File: config.mk
export PLATFORM = sky130hd
export DESIGN_NAME = bms_cell
export DESIGN_NICKNAME = d
export VERILOG_FILES = /design/src/hdl/batch_median_select_macros.svh /design/src/hdl/bms_pkg.sv /design/src/hdl/bms_cell.sv
export SDC_FILE = /design/constraint.sdc
export NUM_CORES = 1
export LEC_CHECK = 0
export ABC_AREA = 1
export BUFFER_PORTS_ARGS = -buffer_cell sky130_fd_sc_hd__buf_2
export CAP_MARGIN = 20
export CORE_AREA = 5 5 83 85
export CTS_CLUSTER_DIAMETER = 120
export DETAILED_ROUTE_END_ITERATION = 8
export DIE_AREA = 0 0 88 90
export PLACE_DENSITY = 0.83
export SYNTH_ARGS = -nofsm -noshare
export SYNTH_HDL_FRONTEND = slang
export SYNTH_SLANG_ARGS = --single-unit
File: constraint.sdc
create_clock -name clk_i -period 8.9 [get_ports clk_i]
set_input_delay 1.78 -clock clk_i [delete_from_list [all_inputs] [get_ports clk_i]]
set_output_delay 1.78 -clock clk_i [all_outputs]
set_load 0.05 [all_outputs]
File: src/hdl/batch_median_select_macros.svh
// Assertion macros used by the batch median top level.
`ifndef BATCH_MEDIAN_SELECT_MACROS_SVH
`define BATCH_MEDIAN_SELECT_MACROS_SVH

// Same-cycle implication, sampled on clk_i and held off during reset.
`define BMS_ASSERT_NOW(lbl, ante, cons, msg) \
  lbl: assert property (@(posedge clk_i) disable iff (!rst_ni) (ante) |-> (cons)) \
    else $error(msg);

// Next-cycle implication, sampled on clk_i and held off during reset.
`define BMS_ASSERT_NEXT(lbl, ante, cons, msg) \
  lbl: assert property (@(posedge clk_i) disable iff (!rst_ni) (ante) |=> (cons)) \
    else $error(msg);

`endif

File: src/hdl/bms_pkg.sv
// Package with the shared types and constants of the batch median block.
package bms_pkg;

  localparam int unsigned MAX_SAMPLES_DEF = 64;
  localparam int unsigned SAMPLE_W        = 32;
  localparam int unsigned OUT_COUNT_W     = 7;

  typedef logic signed [SAMPLE_W-1:0] sample_t;

  // What one cell hands to the next one up the chain.
  typedef struct packed {
    logic    take;
    sample_t value;
  } bms_link_t;

endpackage

File: src/hdl/bms_cell.sv
// One cell of the insertion-sort chain: holds one sorted entry.
module bms_cell
  import bms_pkg::*;
#(
  parameter int unsigned CNT_W = 7,
  parameter int unsigned IDX   = 0
) (
  input  logic             clk_i,
  input  logic             insert_i,
  input  sample_t          sample_i,
  input  logic [CNT_W-1:0] count_i,
  input  logic [CNT_W-1:0] lo_idx_i,
  input  logic [CNT_W-1:0] hi_idx_i,
  input  bms_link_t        prev_i,
  output bms_link_t        link_o,
  output sample_t          lo_o,
  output sample_t          hi_o
);

  localparam logic [CNT_W-1:0] MyIdx = CNT_W'(IDX);

  sample_t value_q;
  sample_t value_d;
  logic    take;

  // The cell is free, or holds a value that must move up past the new one.
  assign take = (MyIdx >= count_i) || (value_q > sample_i);

  always_comb begin
    value_d = value_q;
    if (insert_i && take) begin
      value_d = prev_i.take ? prev_i.value : sample_i;
    end
  end

  always_ff @(posedge clk_i) begin
    value_q <= value_d;
  end

  assign link_o.take  = take;
  assign link_o.value = value_q;
  assign lo_o = (MyIdx == lo_idx_i) ? value_q : '0;
  assign hi_o = (MyIdx == hi_idx_i) ? value_q : '0;

endmodule

==> results of run 1 <==
## layout by cell type (no fill, tap or decap), types with 2 or more instances in the layout
| master | n |
|---|---|
| sky130_fd_sc_hd__buf_2 | 184 |
| sky130_fd_sc_hd__inv_1 | 71 |
| sky130_fd_sc_hd__nor2_1 | 71 |
| sky130_fd_sc_hd__nand2_1 | 67 |
| sky130_fd_sc_hd__o21ai_0 | 33 |
| sky130_fd_sc_hd__ha_1 | 32 |
| sky130_fd_sc_hd__edfxtp_1 | 32 |
| sky130_fd_sc_hd__a21oi_1 | 13 |
| sky130_fd_sc_hd__clkbuf_8 | 5 |
| sky130_fd_sc_hd__nor4_1 | 3 |
| sky130_fd_sc_hd__nor3_1 | 3 |
| sky130_fd_sc_hd__nand4_1 | 3 |
| sky130_fd_sc_hd__a21o_1 | 2 |
| sky130_fd_sc_hd__clkinv_1 | 2 |
| sky130_fd_sc_hd__nand3_1 | 2 |
| sky130_fd_sc_hd__a21oi_4 | 2 |
| sky130_fd_sc_hd__clkbuf_1 | 2 |
| sky130_fd_sc_hd__buf_8 | 2 |
## power by group
part	total (uW)	leakage, uW	switching [uW]	internal (uW)
sequential	203	0.000305	13.4	190
clock	103	0.0000399	48.7	54.4
combinational	190	0.00190	133	56.3
total	496	0.00224	195	301
## stage by stage
step	area [sq um]	power, uW
CTS	3660	501
detailed placement	3580	397
global placement	3580	391
finish	3690	496
floorplan	2610	341
global route	3690	531
## cells by family (layout without fill, tap and decap cells)
group           Yosys count  count (layout)  synth area share [%]
compound gates           53              53                  11.2
fa+ha+maj                32              32                  15.3
buf+inv                  87             267                  12.7
flops                    32              32                  36.8
mux                       1               1                 0.431
simple gates            153             153                  23.6
## final cells by class
type | count | area, sq um | area share (%)
multi-input combinational | 239 | 1330 | 36.0
sequential | 32 | 961 | 26.1
timing repair buffer | 186 | 951 | 25.8
inverter | 73 | 274 | 7.43
tap | 77 | 96.3 | 2.61
clock buffer | 7 | 76.3 | 2.07
clock inverter | 1 | 3.75 | 0.102
## layer usage
layer,vias to the layer above,routed length [um]
li1,1484,-
met1,1261,3080
met2,113,4070
met3,14,604
met4,0,152
met5,-,0
## path summary, 6_finish.rpt
check,from,to,slack [ps],cells after the start
setup / recovery,sample_i[31],link_o[32],3670,12
hold / removal,value_q[31],value_q[0],1330,4
setup reg to reg,value_q[31],value_q[17],5960,9
hold reg to reg,value_q[31],value_q[0],1330,4
## critical path, cell delays in order
cell and delay [ps]:
sky130_fd_sc_hd__buf_2 90, sky130_fd_sc_hd__inv_1 50, sky130_fd_sc_hd__ha_1 330, sky130_fd_sc_hd__nand2_1 110, sky130_fd_sc_hd__nor2_2 150, sky130_fd_sc_hd__nand2_2 80, sky130_fd_sc_hd__nor3b_2 220, sky130_fd_sc_hd__nand2_1 90
sky130_fd_sc_hd__nand3_1 80, sky130_fd_sc_hd__nand3_2 120, sky130_fd_sc_hd__nand2_1 90, sky130_fd_sc_hd__buf_2 260
==> results.md, run 1 <==
* Outcome: complete, no violations
* Syn_area_per_cell at 7.29 sq um
* Die Area at 0.00792 sq mm
* Number of hold-repair buffers added at the cts stage at 0
* Max Fanout on Critical Path at 4
* Fraction of final layout cells with drive strength greater than 1 at 37.2%
* Type of destination of the critical path: output port
* F_max at 191 MHz
* Post-placement worst setup slack at 3630 ps
* Detail-routed via count per cell at 4.67
* Synth warn at 0
* Routed length per instance at 12.9 um
* Number of nets in the synthesized netlist at 478
* GR met2 Demand/Resource at 35.5%
* Worst-case hold slack at 1330 ps
* Setup repair bufs after CTS at 0
* Port Buffers at 184
* Non-filler instance count after layout at 615
* Category of the worst setup path launch point: input pin
* Number of register bits inferred by synthesis at 32
* Global routing met1 resource utilization at 21.5%
* Netlist Area Pre-Place at 0.00261 sq mm
* Final #Nets at 657
* Clock sink count at 32
* Unrepaired setup endpoints after global routing: no
* Antenna Diode Count at 0
* Slew @ Worst Pin at 1060 ps
* Core occupancy in the finished layout at 60.2%
* Overflow after GRT at 0
* Largest net degree at the start of global routing at 64
* Total routing resource utilization after global routing at 19.2%
* Total setup violations reported at the end of the flow at 0
* Number of enable flip-flop cells after synthesis at 32
* Setup slack of the critical path after layout at 3670 ps
* Cell Count Post-Placement at 605
* Final period util at 58.8%
* Top cell types by occurrence after synthesis: 71 x sky130_fd_sc_hd__inv_1, 71 x sky130_fd_sc_hd__nor2_1, 67 x sky130_fd_sc_hd__nand2_1, 33 x sky130_fd_sc_hd__o21ai_0
* Filler cell count in the final layout at 569
* Crit Path Category: in2out
* Fin crit period at 5230 ps
* Part of the Yosys area used for sequential elements at 36.8%
* Count of standard-cell rows at 29
* Max FFs per register at 32
* Kind of path behind the tightest hold check: reg2reg
* Clk slew on worst S/H paths at 70 ps
* Vertical extent of the die at 90 um
* Layout-stage area growth over the synthesis result at 41.3%
* Pwr/cell area at 135 mW/mm^2
* Synth area leader: sky130_fd_sc_hd__edfxtp_1
* Data arrival, critical path at 3450 ps
* Antenna violations before repair at 0
* IR Drop Worst-Case VDD at 78.2 uV
* Total negative setup slack at 0 ps
* Post-cts repair resize count at 0
* Wirelength, routed at 7900 um
* Data required time at the worst endpoint at 7120 ps
* Total iterations of the first detailed-routing run at 4
* Global-route layer with the greatest usage: met2
* Register with the most flip-flops: value_q
* Relative slew margins at 29.0%
* Core ar. at 0.00613 sq mm
* Most instantiated flip-flop cell in the synthesis netlist: sky130_fd_sc_hd__edfxtp_1
* Ranking of synthesized cells by area: sky130_fd_sc_hd__edfxtp_1 37%, sky130_fd_sc_hd__ha_1 15%, sky130_fd_sc_hd__inv_1 10%
* I/O pins at 185
* Share of the synthesized area in the top cell type at 36.8%
* Leakage dissipation at 0.00224 uW
* Clock Path Buffers at 2
* Clock latency of the later-clocked register in the worst-skew pair at 270 ps
* Global placement routability congestion at 0.906
* Clk root buf: sky130_fd_sc_hd__clkbuf_8
* Async set-reset flop share out of synthesis at 0%
* CTS tree: done
* Registers with the most flip-flops: value_q x32
* Number of global-route vias before repair at 2799
* Estimated wirelength of the detail-placed design at 6390 um
* Final routed DRC violation total at 0
* Final Hold Viols at 0
* Deepest level of the CTS H-tree at 2
* Final Skew at 7.84 ps
* Met3 global-route usage at 3.75%
* Max-slew violations at 0
* Chip Width at 88 um
* Remaining antenna violation count after routing at 0
* CTS buffer count at 5
* Number of unique standard cell types used by synthesis at 26
* Post-Synthesis Cells at 358
* Wire length of the first global-routing pass at 12300 um
* Via count at 2872
* Iteration-0 DRC count of the detailed router at 97
* Number of max-cap violations at 0
* Starting density of the core at 42.6%
(Power assumes the default switching activity.)
==> inputs of run 2 (changes only) <==
- CORE_AREA: 5 5 83 85 -> 5 5 89 91
- DIE_AREA: 0 0 88 90 -> 0 0 94 96
- PLACE_DENSITY: 0.83 -> 0.76
- clock period: 8.9 -> 4.53 ns (I/O delays scaled with it)
==> run 2 against run 1 <==
Critical path depth unchanged. Worst setup slack got worse by 2600 ps. Sequential power increased by 96%. Clock power increased by 110%. Clock skew decreased by 3.9 ps. Worst hold slack got worse by 430 ps. First-iteration DRC count decreased by 27%. Sequential cell count unchanged. Critical path type unchanged. Largest cell class unchanged. Largest power group unchanged. Highest routed layer unchanged.
==> results.md, run 2 (synthesis results as in run 1) <==
* CTS buffer count at 5 (unchanged)
* GR met2 Demand/Resource at 33.1% (-2.4 points)
* Register with the most flip-flops: value_q
* Remaining antenna violation count after routing at 0 (unchanged)
* Fin crit period at 3460 ps
* Outcome: complete, no violations
* Global routing met1 resource utilization at 19.4% (-2.1 points)
* Routed length per instance at 12.7 um (-1.3%)
* Leakage dissipation at 0.00226 uW (+0.79%)
* Detail-routed via count per cell at 4.55 (-2.7%)
* Global-route layer with the greatest usage: met2
* Buffer and inverter count on the worst path at 3 (unchanged)
* Unrepaired setup endpoints after global routing: no
* I/O pins at 185 (unchanged)
* Number of global-route vias before repair at 2794 (-0.18%)
* Internal Pwr Total at 592 uW (+97%)
* Type of destination of the critical path: output port
* Clk slew on worst S/H paths at 70 ps (about the same)
* Vertical extent of the die at 96 um (+6.7%)
* Layout-stage area growth over the synthesis result at 43.6%
* CTS tree: done
* Cells traversed along the worst timing path: buf_2 > inv_1 > ha_1 > nand2_1 > nor2_2 > nand2_2 > nor3b_2 > nand2_1 > nand3_1 > nand3_2 > nand2_1 > buf_2
* Number of max-cap violations at 0 (unchanged)
* Part of the total power dissipated in the clock network at 21.6% (+0.8 points)
* Antenna violations before repair at 0 (unchanged)
* IR Drop Worst-Case VDD at 138 uV (+76%)
* Via count at 2900 (+0.97%)
* Final period util at 76.5%
* Clk root buf: sky130_fd_sc_hd__clkbuf_8
* Chip Width at 94 um (+6.8%)
* Total negative setup slack at 0 ps (unchanged)
* Total routing resource utilization after global routing at 17.4% (-1.8 points)
* Setup repair bufs after CTS at 0 (unchanged)
* Max Fanout on Critical Path at 4 (unchanged)
* Data required time at the worst endpoint at 3620 ps (-3500 ps)
* Number of hold-repair buffers added at the cts stage at 0 (unchanged)
* Wire length of the first global-routing pass at 12500 um (+1.6%)
* Estimated wirelength of the detail-placed design at 6570 um (+2.7%)
* Iteration-0 DRC count of the detailed router at 71 (-27%)
* Deepest level of the CTS H-tree at 2 (unchanged)
* Data arrival, critical path at 2560 ps (-890 ps)
* Crit Path Category: in2out
* Non-filler instance count after layout at 638 (+3.7%)
* Wirelength, routed at 8090 um (+2.4%)
* Largest stage delay, worst path at 330 ps (about the same)
* Antenna Diode Count at 0 (unchanged)
* Post-cts repair resize count at 0 (unchanged)
* Sw Ratio at 40.0% (+0.59 points)
* Category of the worst setup path launch point: input pin
* Relative slew margins at 35.5% (+6.5 points)
* Met3 global-route usage at 3.99% (+0.24 points)
* Sequential cell fraction of total power at 40.4% (-0.6 points)
* Cell with the largest stage delay on the worst path: sky130_fd_sc_hd__ha_1
* Total setup violations reported at the end of the flow at 0 (unchanged)
* Clock sink count at 32 (unchanged)
* Kind of path behind the tightest hold check: in2reg
* Fraction of final layout cells with drive strength greater than 1 at 37.3% (+0.12 points)
* Die Area at 0.00902 sq mm (+14%)
* Count of standard-cell rows at 31 (+6.9%)
* Cell Count Post-Placement at 628 (+3.8%)
* Largest net degree at the start of global routing at 64 (unchanged)
* Final #Nets at 658 (+0.15%)
* Final routed DRC violation total at 0 (unchanged)
* Clock Path Buffers at 2 (unchanged)
* F_max at 289 MHz
* Gate family responsible for the most delay along the worst path: simple AND/OR/NAND/NOR gates
* Pwr/cell area at 263 mW/mm^2 (+96%)
* Max-slew violations at 0 (unchanged)
* Dominant cell type by count on the critical path: sky130_fd_sc_hd__nand2_1
* Combinational cell fraction of total power at 38.0% (-0.2 points)
* Slew @ Worst Pin at 968 ps (-95.4 ps)
* Max FFs per register at 32 (unchanged)
* Final Hold Viols at 0 (unchanged)
* Port Buffers at 184 (unchanged)
* Switching pwr at 394 uW (+100%)
* Leading cell type in the layout, fill and taps excluded: sky130_fd_sc_hd__buf_2
* Starting density of the core at 37.0% (-5.6 points)
* Total iterations of the first detailed-routing run at 4 (unchanged)
* Global placement routability congestion at 0.743 (-18%)
* Core ar. at 0.00706 sq mm (+15%)
* Overflow after GRT at 0 (unchanged)
* Final Skew at 3.96 ps (-3.88 ps)
* Clock latency of the later-clocked register in the worst-skew pair at 280 ps (about the same)
* Top library cells by usage in the layout, fill and taps aside: 184 x sky130_fd_sc_hd__buf_2, 71 x sky130_fd_sc_hd__inv_1, 71 x sky130_fd_sc_hd__nor2_1, 67 x sky130_fd_sc_hd__nand2_1, 33 x sky130_fd_sc_hd__o21ai_0
* Registers with the most flip-flops: value_q x32
-- run 2: power groups by stage --
stage          Sequential [uW]  Combinational (uW)  Clock, uW
2_1_floorplan              509                 160          0
3_3_place_gp               403                 370          0
3_5_place_dp               405                 378          0
4_1_cts                    399                 381        221
5_1_grt                    403                 418        232
6_report                   398                 375        213
-- run 2: cell type report --
class,instances,area [sq um]
Inverter,73,274
Clock inverter,1,3.75
Tap cell,99,124
Timing Repair Buffer,187,983
Sequential cell,32,961
Clock buffer,7,76.3
Fill cell,717,3310
Multi-Input combinational cell,239,1330
-- run 2: path summary, 6_finish.rpt --
path                startpoint     endpoint  slack [ps]  depth (start not counted)
setup / recovery  sample_i[31]   link_o[32]        1070                         12
hold / removal      prev_i[28]  value_q[28]         900                          3
setup reg to reg   value_q[31]   value_q[3]        1600                         10
hold reg to reg    value_q[31]  value_q[25]        1210                          4
-- run 2: worst min-delay path: stages --
cell                      delay (ps)
sky130_fd_sc_hd__buf_2            70
sky130_fd_sc_hd__nand2_1          40
sky130_fd_sc_hd__o21ai_0          50
-- run 2: stage by stage --
step	setup slack [ps]	power (uW)	instance area (sq um)	hold slack, ps	utilization, %
final	1070	987	3750	901	53.1
after global routing	884	1050	3750	902	53.1
after CTS	981	1000	3690	893	52.3
after detailed placement	944	784	3610	1190	51.2
after global placement	996	773	3610	1180	51.2
after floorplan	1200	669	2610	1090	-
-- run 2: layer usage --
metal / vias up / part of all wire [%]
met3: 10 / 7.9
met4: 0 / 1.2
li1: 1486 / -
met2: 115 / 51
met5: - / 0
met1: 1289 / 39
==> inputs of run 3 (changes only) <==
- CORE_AREA: 5 5 89 91 -> 5 5 85 87
- DIE_AREA: 0 0 94 96 -> 0 0 90 92
- PLACE_DENSITY: 0.76 -> 0.8
- clock period: 4.53 -> 3.6 ns (I/O delays scaled with it)
==> run 3 against run 2 <==
Critical path type unchanged. Core utilization grew 5.7 points. Critical path depth unchanged. First-iteration DRC count rose by 44%. Critical endpoint unchanged. Final cell count fell by 3.3%. Worst setup slack worse by 510 ps. Count of clock-buffer cells in the layout is 2 lower. Sequential share of layout area rose by 0.40 points. Sequential cell count is the same.
==> results.md, run 3 (synthesis results as in run 1) <==
* Outcome: complete, no violations
* CTS tree: done
* Endpoint of the most critical register-to-register path: value_q[20]
* Type of destination of the critical path: output port
* Iteration-0 DRC count of the detailed router at 102 (+44%)
* Top library cells by usage in the layout, fill and taps aside: 184 x sky130_fd_sc_hd__buf_2, 71 x sky130_fd_sc_hd__inv_1, 71 x sky130_fd_sc_hd__nor2_1, 67 x sky130_fd_sc_hd__nand2_1, 33 x sky130_fd_sc_hd__o21ai_0
* Slew @ Worst Pin at 780 ps (-188 ps)
* Clk root buf: sky130_fd_sc_hd__clkbuf_8
* Final period util at 84.5%
* Vertical extent of the die at 92 um (-4.2%)
* I/O pins at 185 (unchanged)
* Wirelength, routed at 8250 um (+2.0%)
* Routed length per instance at 13.4 um (+5.5%)
* FF-to-FF path depth at 10 (unchanged)
* Total negative setup slack at 0 ps (unchanged)
* Leakage dissipation at 0.00225 uW (-0.41%)
* Wire length of the first global-routing pass at 13400 um (+7.6%)
* Pwr/cell area at 337 mW/mm^2 (+28%)
* Detail-routed via count per cell at 4.70 (+3.3%)
* Number of max-cap violations at 0 (unchanged)
* Antenna violations before repair at 0 (unchanged)
* Die Area at 0.00828 sq mm (-8.2%)
* Max FFs per register at 32 (unchanged)
* Register-to-register setup slack at 1070 ps (-530 ps)
* Registers with the most flip-flops: value_q x32
* Layout-stage area growth over the synthesis result at 41.4%
* Number of hold-repair buffers added at the cts stage at 0 (unchanged)
* Clock sink count at 32 (unchanged)
* Area post-placement at 0.00361 sq mm (-0.14%)
* Relative slew margins at 48.0% (+13 points)
* Final #Nets at 659 (+0.15%)
* Deepest level of the CTS H-tree at 2 (unchanged)
* Final Hold Viols at 0 (unchanged)
* Crit Path Category: in2out
* Hold-critical path depth at 3 (unchanged)
* Max-slew violations at 0 (unchanged)
* Chip Width at 90 um (-4.3%)
* Total setup violations reported at the end of the flow at 0 (unchanged)
* Leading cell type in the layout, fill and taps excluded: sky130_fd_sc_hd__buf_2
* Fraction of final layout cells with drive strength greater than 1 at 37.8% (+0.49 points)
* Kind of path behind the tightest hold check: in2reg
* Largest net degree at the start of global routing at 52 (-19%)
* Finished layout cell area at 0.00369 sq mm (-1.5%)
* Register with the most flip-flops: value_q
* CTS buffer count at 5 (unchanged)
* Clk slew on worst S/H paths at 70 ps (about the same)
* Total routing resource utilization after global routing at 19.4% (+2.0 points)
* Core occupancy in the finished layout at 58.8% (+5.7 points)
* Global placement routability congestion at 0.801 (+7.7%)
* Uppermost signal routing layer after detailed routing: met4
* Post-cts repair resize count at 0 (unchanged)
* Max Fanout on Critical Path at 4 (unchanged)
* Hold path start: prev_i[11]
* Sink of the worst hold path: value_q[11]
* Unrepaired setup endpoints after global routing: no
* Overflow after GRT at 0 (unchanged)
* Total iterations of the first detailed-routing run at 4 (unchanged)
* Non-filler instance count after layout at 617 (-3.3%)
* Sum of routed wire segments on met1 at 3120 um (-2.3%)
* Final Skew at 9.23 ps (+5.27 ps)
* Fin crit period at 3040 ps
* IR Drop Worst-Case VDD at 227 uV (+64%)
* Filler cell count in the final layout at 600 (-16%)
* Number of global-route vias before repair at 2953 (+5.7%)
* F_max at 329 MHz
* Data required time at the worst endpoint at 2880 ps (-740 ps)
* Core ar. at 0.00628 sq mm (-11%)
* Remaining antenna violation count after routing at 0 (unchanged)
* Clock latency of the later-clocked register in the worst-skew pair at 280 ps (about the same)
* Data arrival, critical path at 2320 ps (-240 ps)
* Estimated wirelength of the detail-placed design at 6800 um (+3.5%)
* Met3 WL at 635 um (-0.47%)
* Final routed DRC violation total at 0 (unchanged)
* Category of the worst setup path launch point: input pin
* Via count at 2898 (-0.069%)
* Startpoint of the worst register-to-register path: value_q[31]
* Met2 WL post-DR at 4350 um (+4.5%)
* Worst-case hold slack at 715 ps (-186 ps)
* Starting density of the core at 41.6% (+4.6 points)
* Setup repair bufs after CTS at 0 (unchanged)
* Port Buffers at 184 (unchanged)
* Cell Count Post-Placement at 609 (-3.0%)
* Clock Path Buffers at 2 (unchanged)
* Count of standard-cell rows at 29 (-6.5%)
* Antenna Diode Count at 0 (unchanged)
run 3: cell count changes in the layout (fill, tap and decap cells not counted):
cell                       before  now
sky130_fd_sc_hd__clkbuf_1       2    0
sky130_fd_sc_hd__buf_16         2    0
sky130_fd_sc_hd__clkinv_2       0    2
sky130_fd_sc_hd__buf_4          1    4
run 3: routing by layer:
metal  global-route usage (%)  vias to the layer above
li1                         -                     1489
met1                     21.2                     1283
met2                     37.1                      113
met3                     4.01                       13
met4                     6.45                        0
met5                        0                        -
run 3: power by group:
part	internal (uW)	total (uW)	switching, uW
registers	469	503	34.0
clock network	131	270	139
logic	143	472	329
total	743	1250	503
run 3: final cells by class:
cell class | count | area [sq um] | share of cell area, %
Multi-Input combinational cell | 239 | 1330 | 35.9
Sequential cell | 32 | 961 | 26.0
Timing Repair Buffer | 188 | 951 | 25.8
Inverter | 73 | 274 | 7.42
Tap cell | 77 | 96.3 | 2.61
Clock buffer | 5 | 68.8 | 1.86
Clock inverter | 3 | 13.8 | 0.373
run 3: worst max-delay path by stage:
stage | start | to
3_3_place_gp | sample_i[31] | link_o[32]
6_report | sample_i[31] | link_o[32]
2_1_floorplan | sample_i[31] | value_q[0]
3_5_place_dp | sample_i[31] | link_o[32]
4_1_cts | sample_i[31] | link_o[32]
5_1_grt | sample_i[31] | link_o[32]
run 3: worst max-delay path, stage by stage:
cell,delay (ps)
sky130_fd_sc_hd__buf_2,70
sky130_fd_sc_hd__inv_1,40
sky130_fd_sc_hd__ha_1,320
sky130_fd_sc_hd__nand2_1,90
sky130_fd_sc_hd__nor2_2,150
sky130_fd_sc_hd__nand2_2,70
sky130_fd_sc_hd__nor3b_2,220
sky130_fd_sc_hd__nand2_1,90
sky130_fd_sc_hd__nand3_1,90
sky130_fd_sc_hd__nand3_2,120
sky130_fd_sc_hd__nand2_1,80
sky130_fd_sc_hd__buf_2,260
run 3: metrics by stage:
stage / setup slack (ps) / power (uW)
detailed placement: 517 / 988
global route: 356 / 1320
CTS: 510 / 1260
global placement: 540 / 971
floorplan: 455 / 842
finish: 558 / 1250
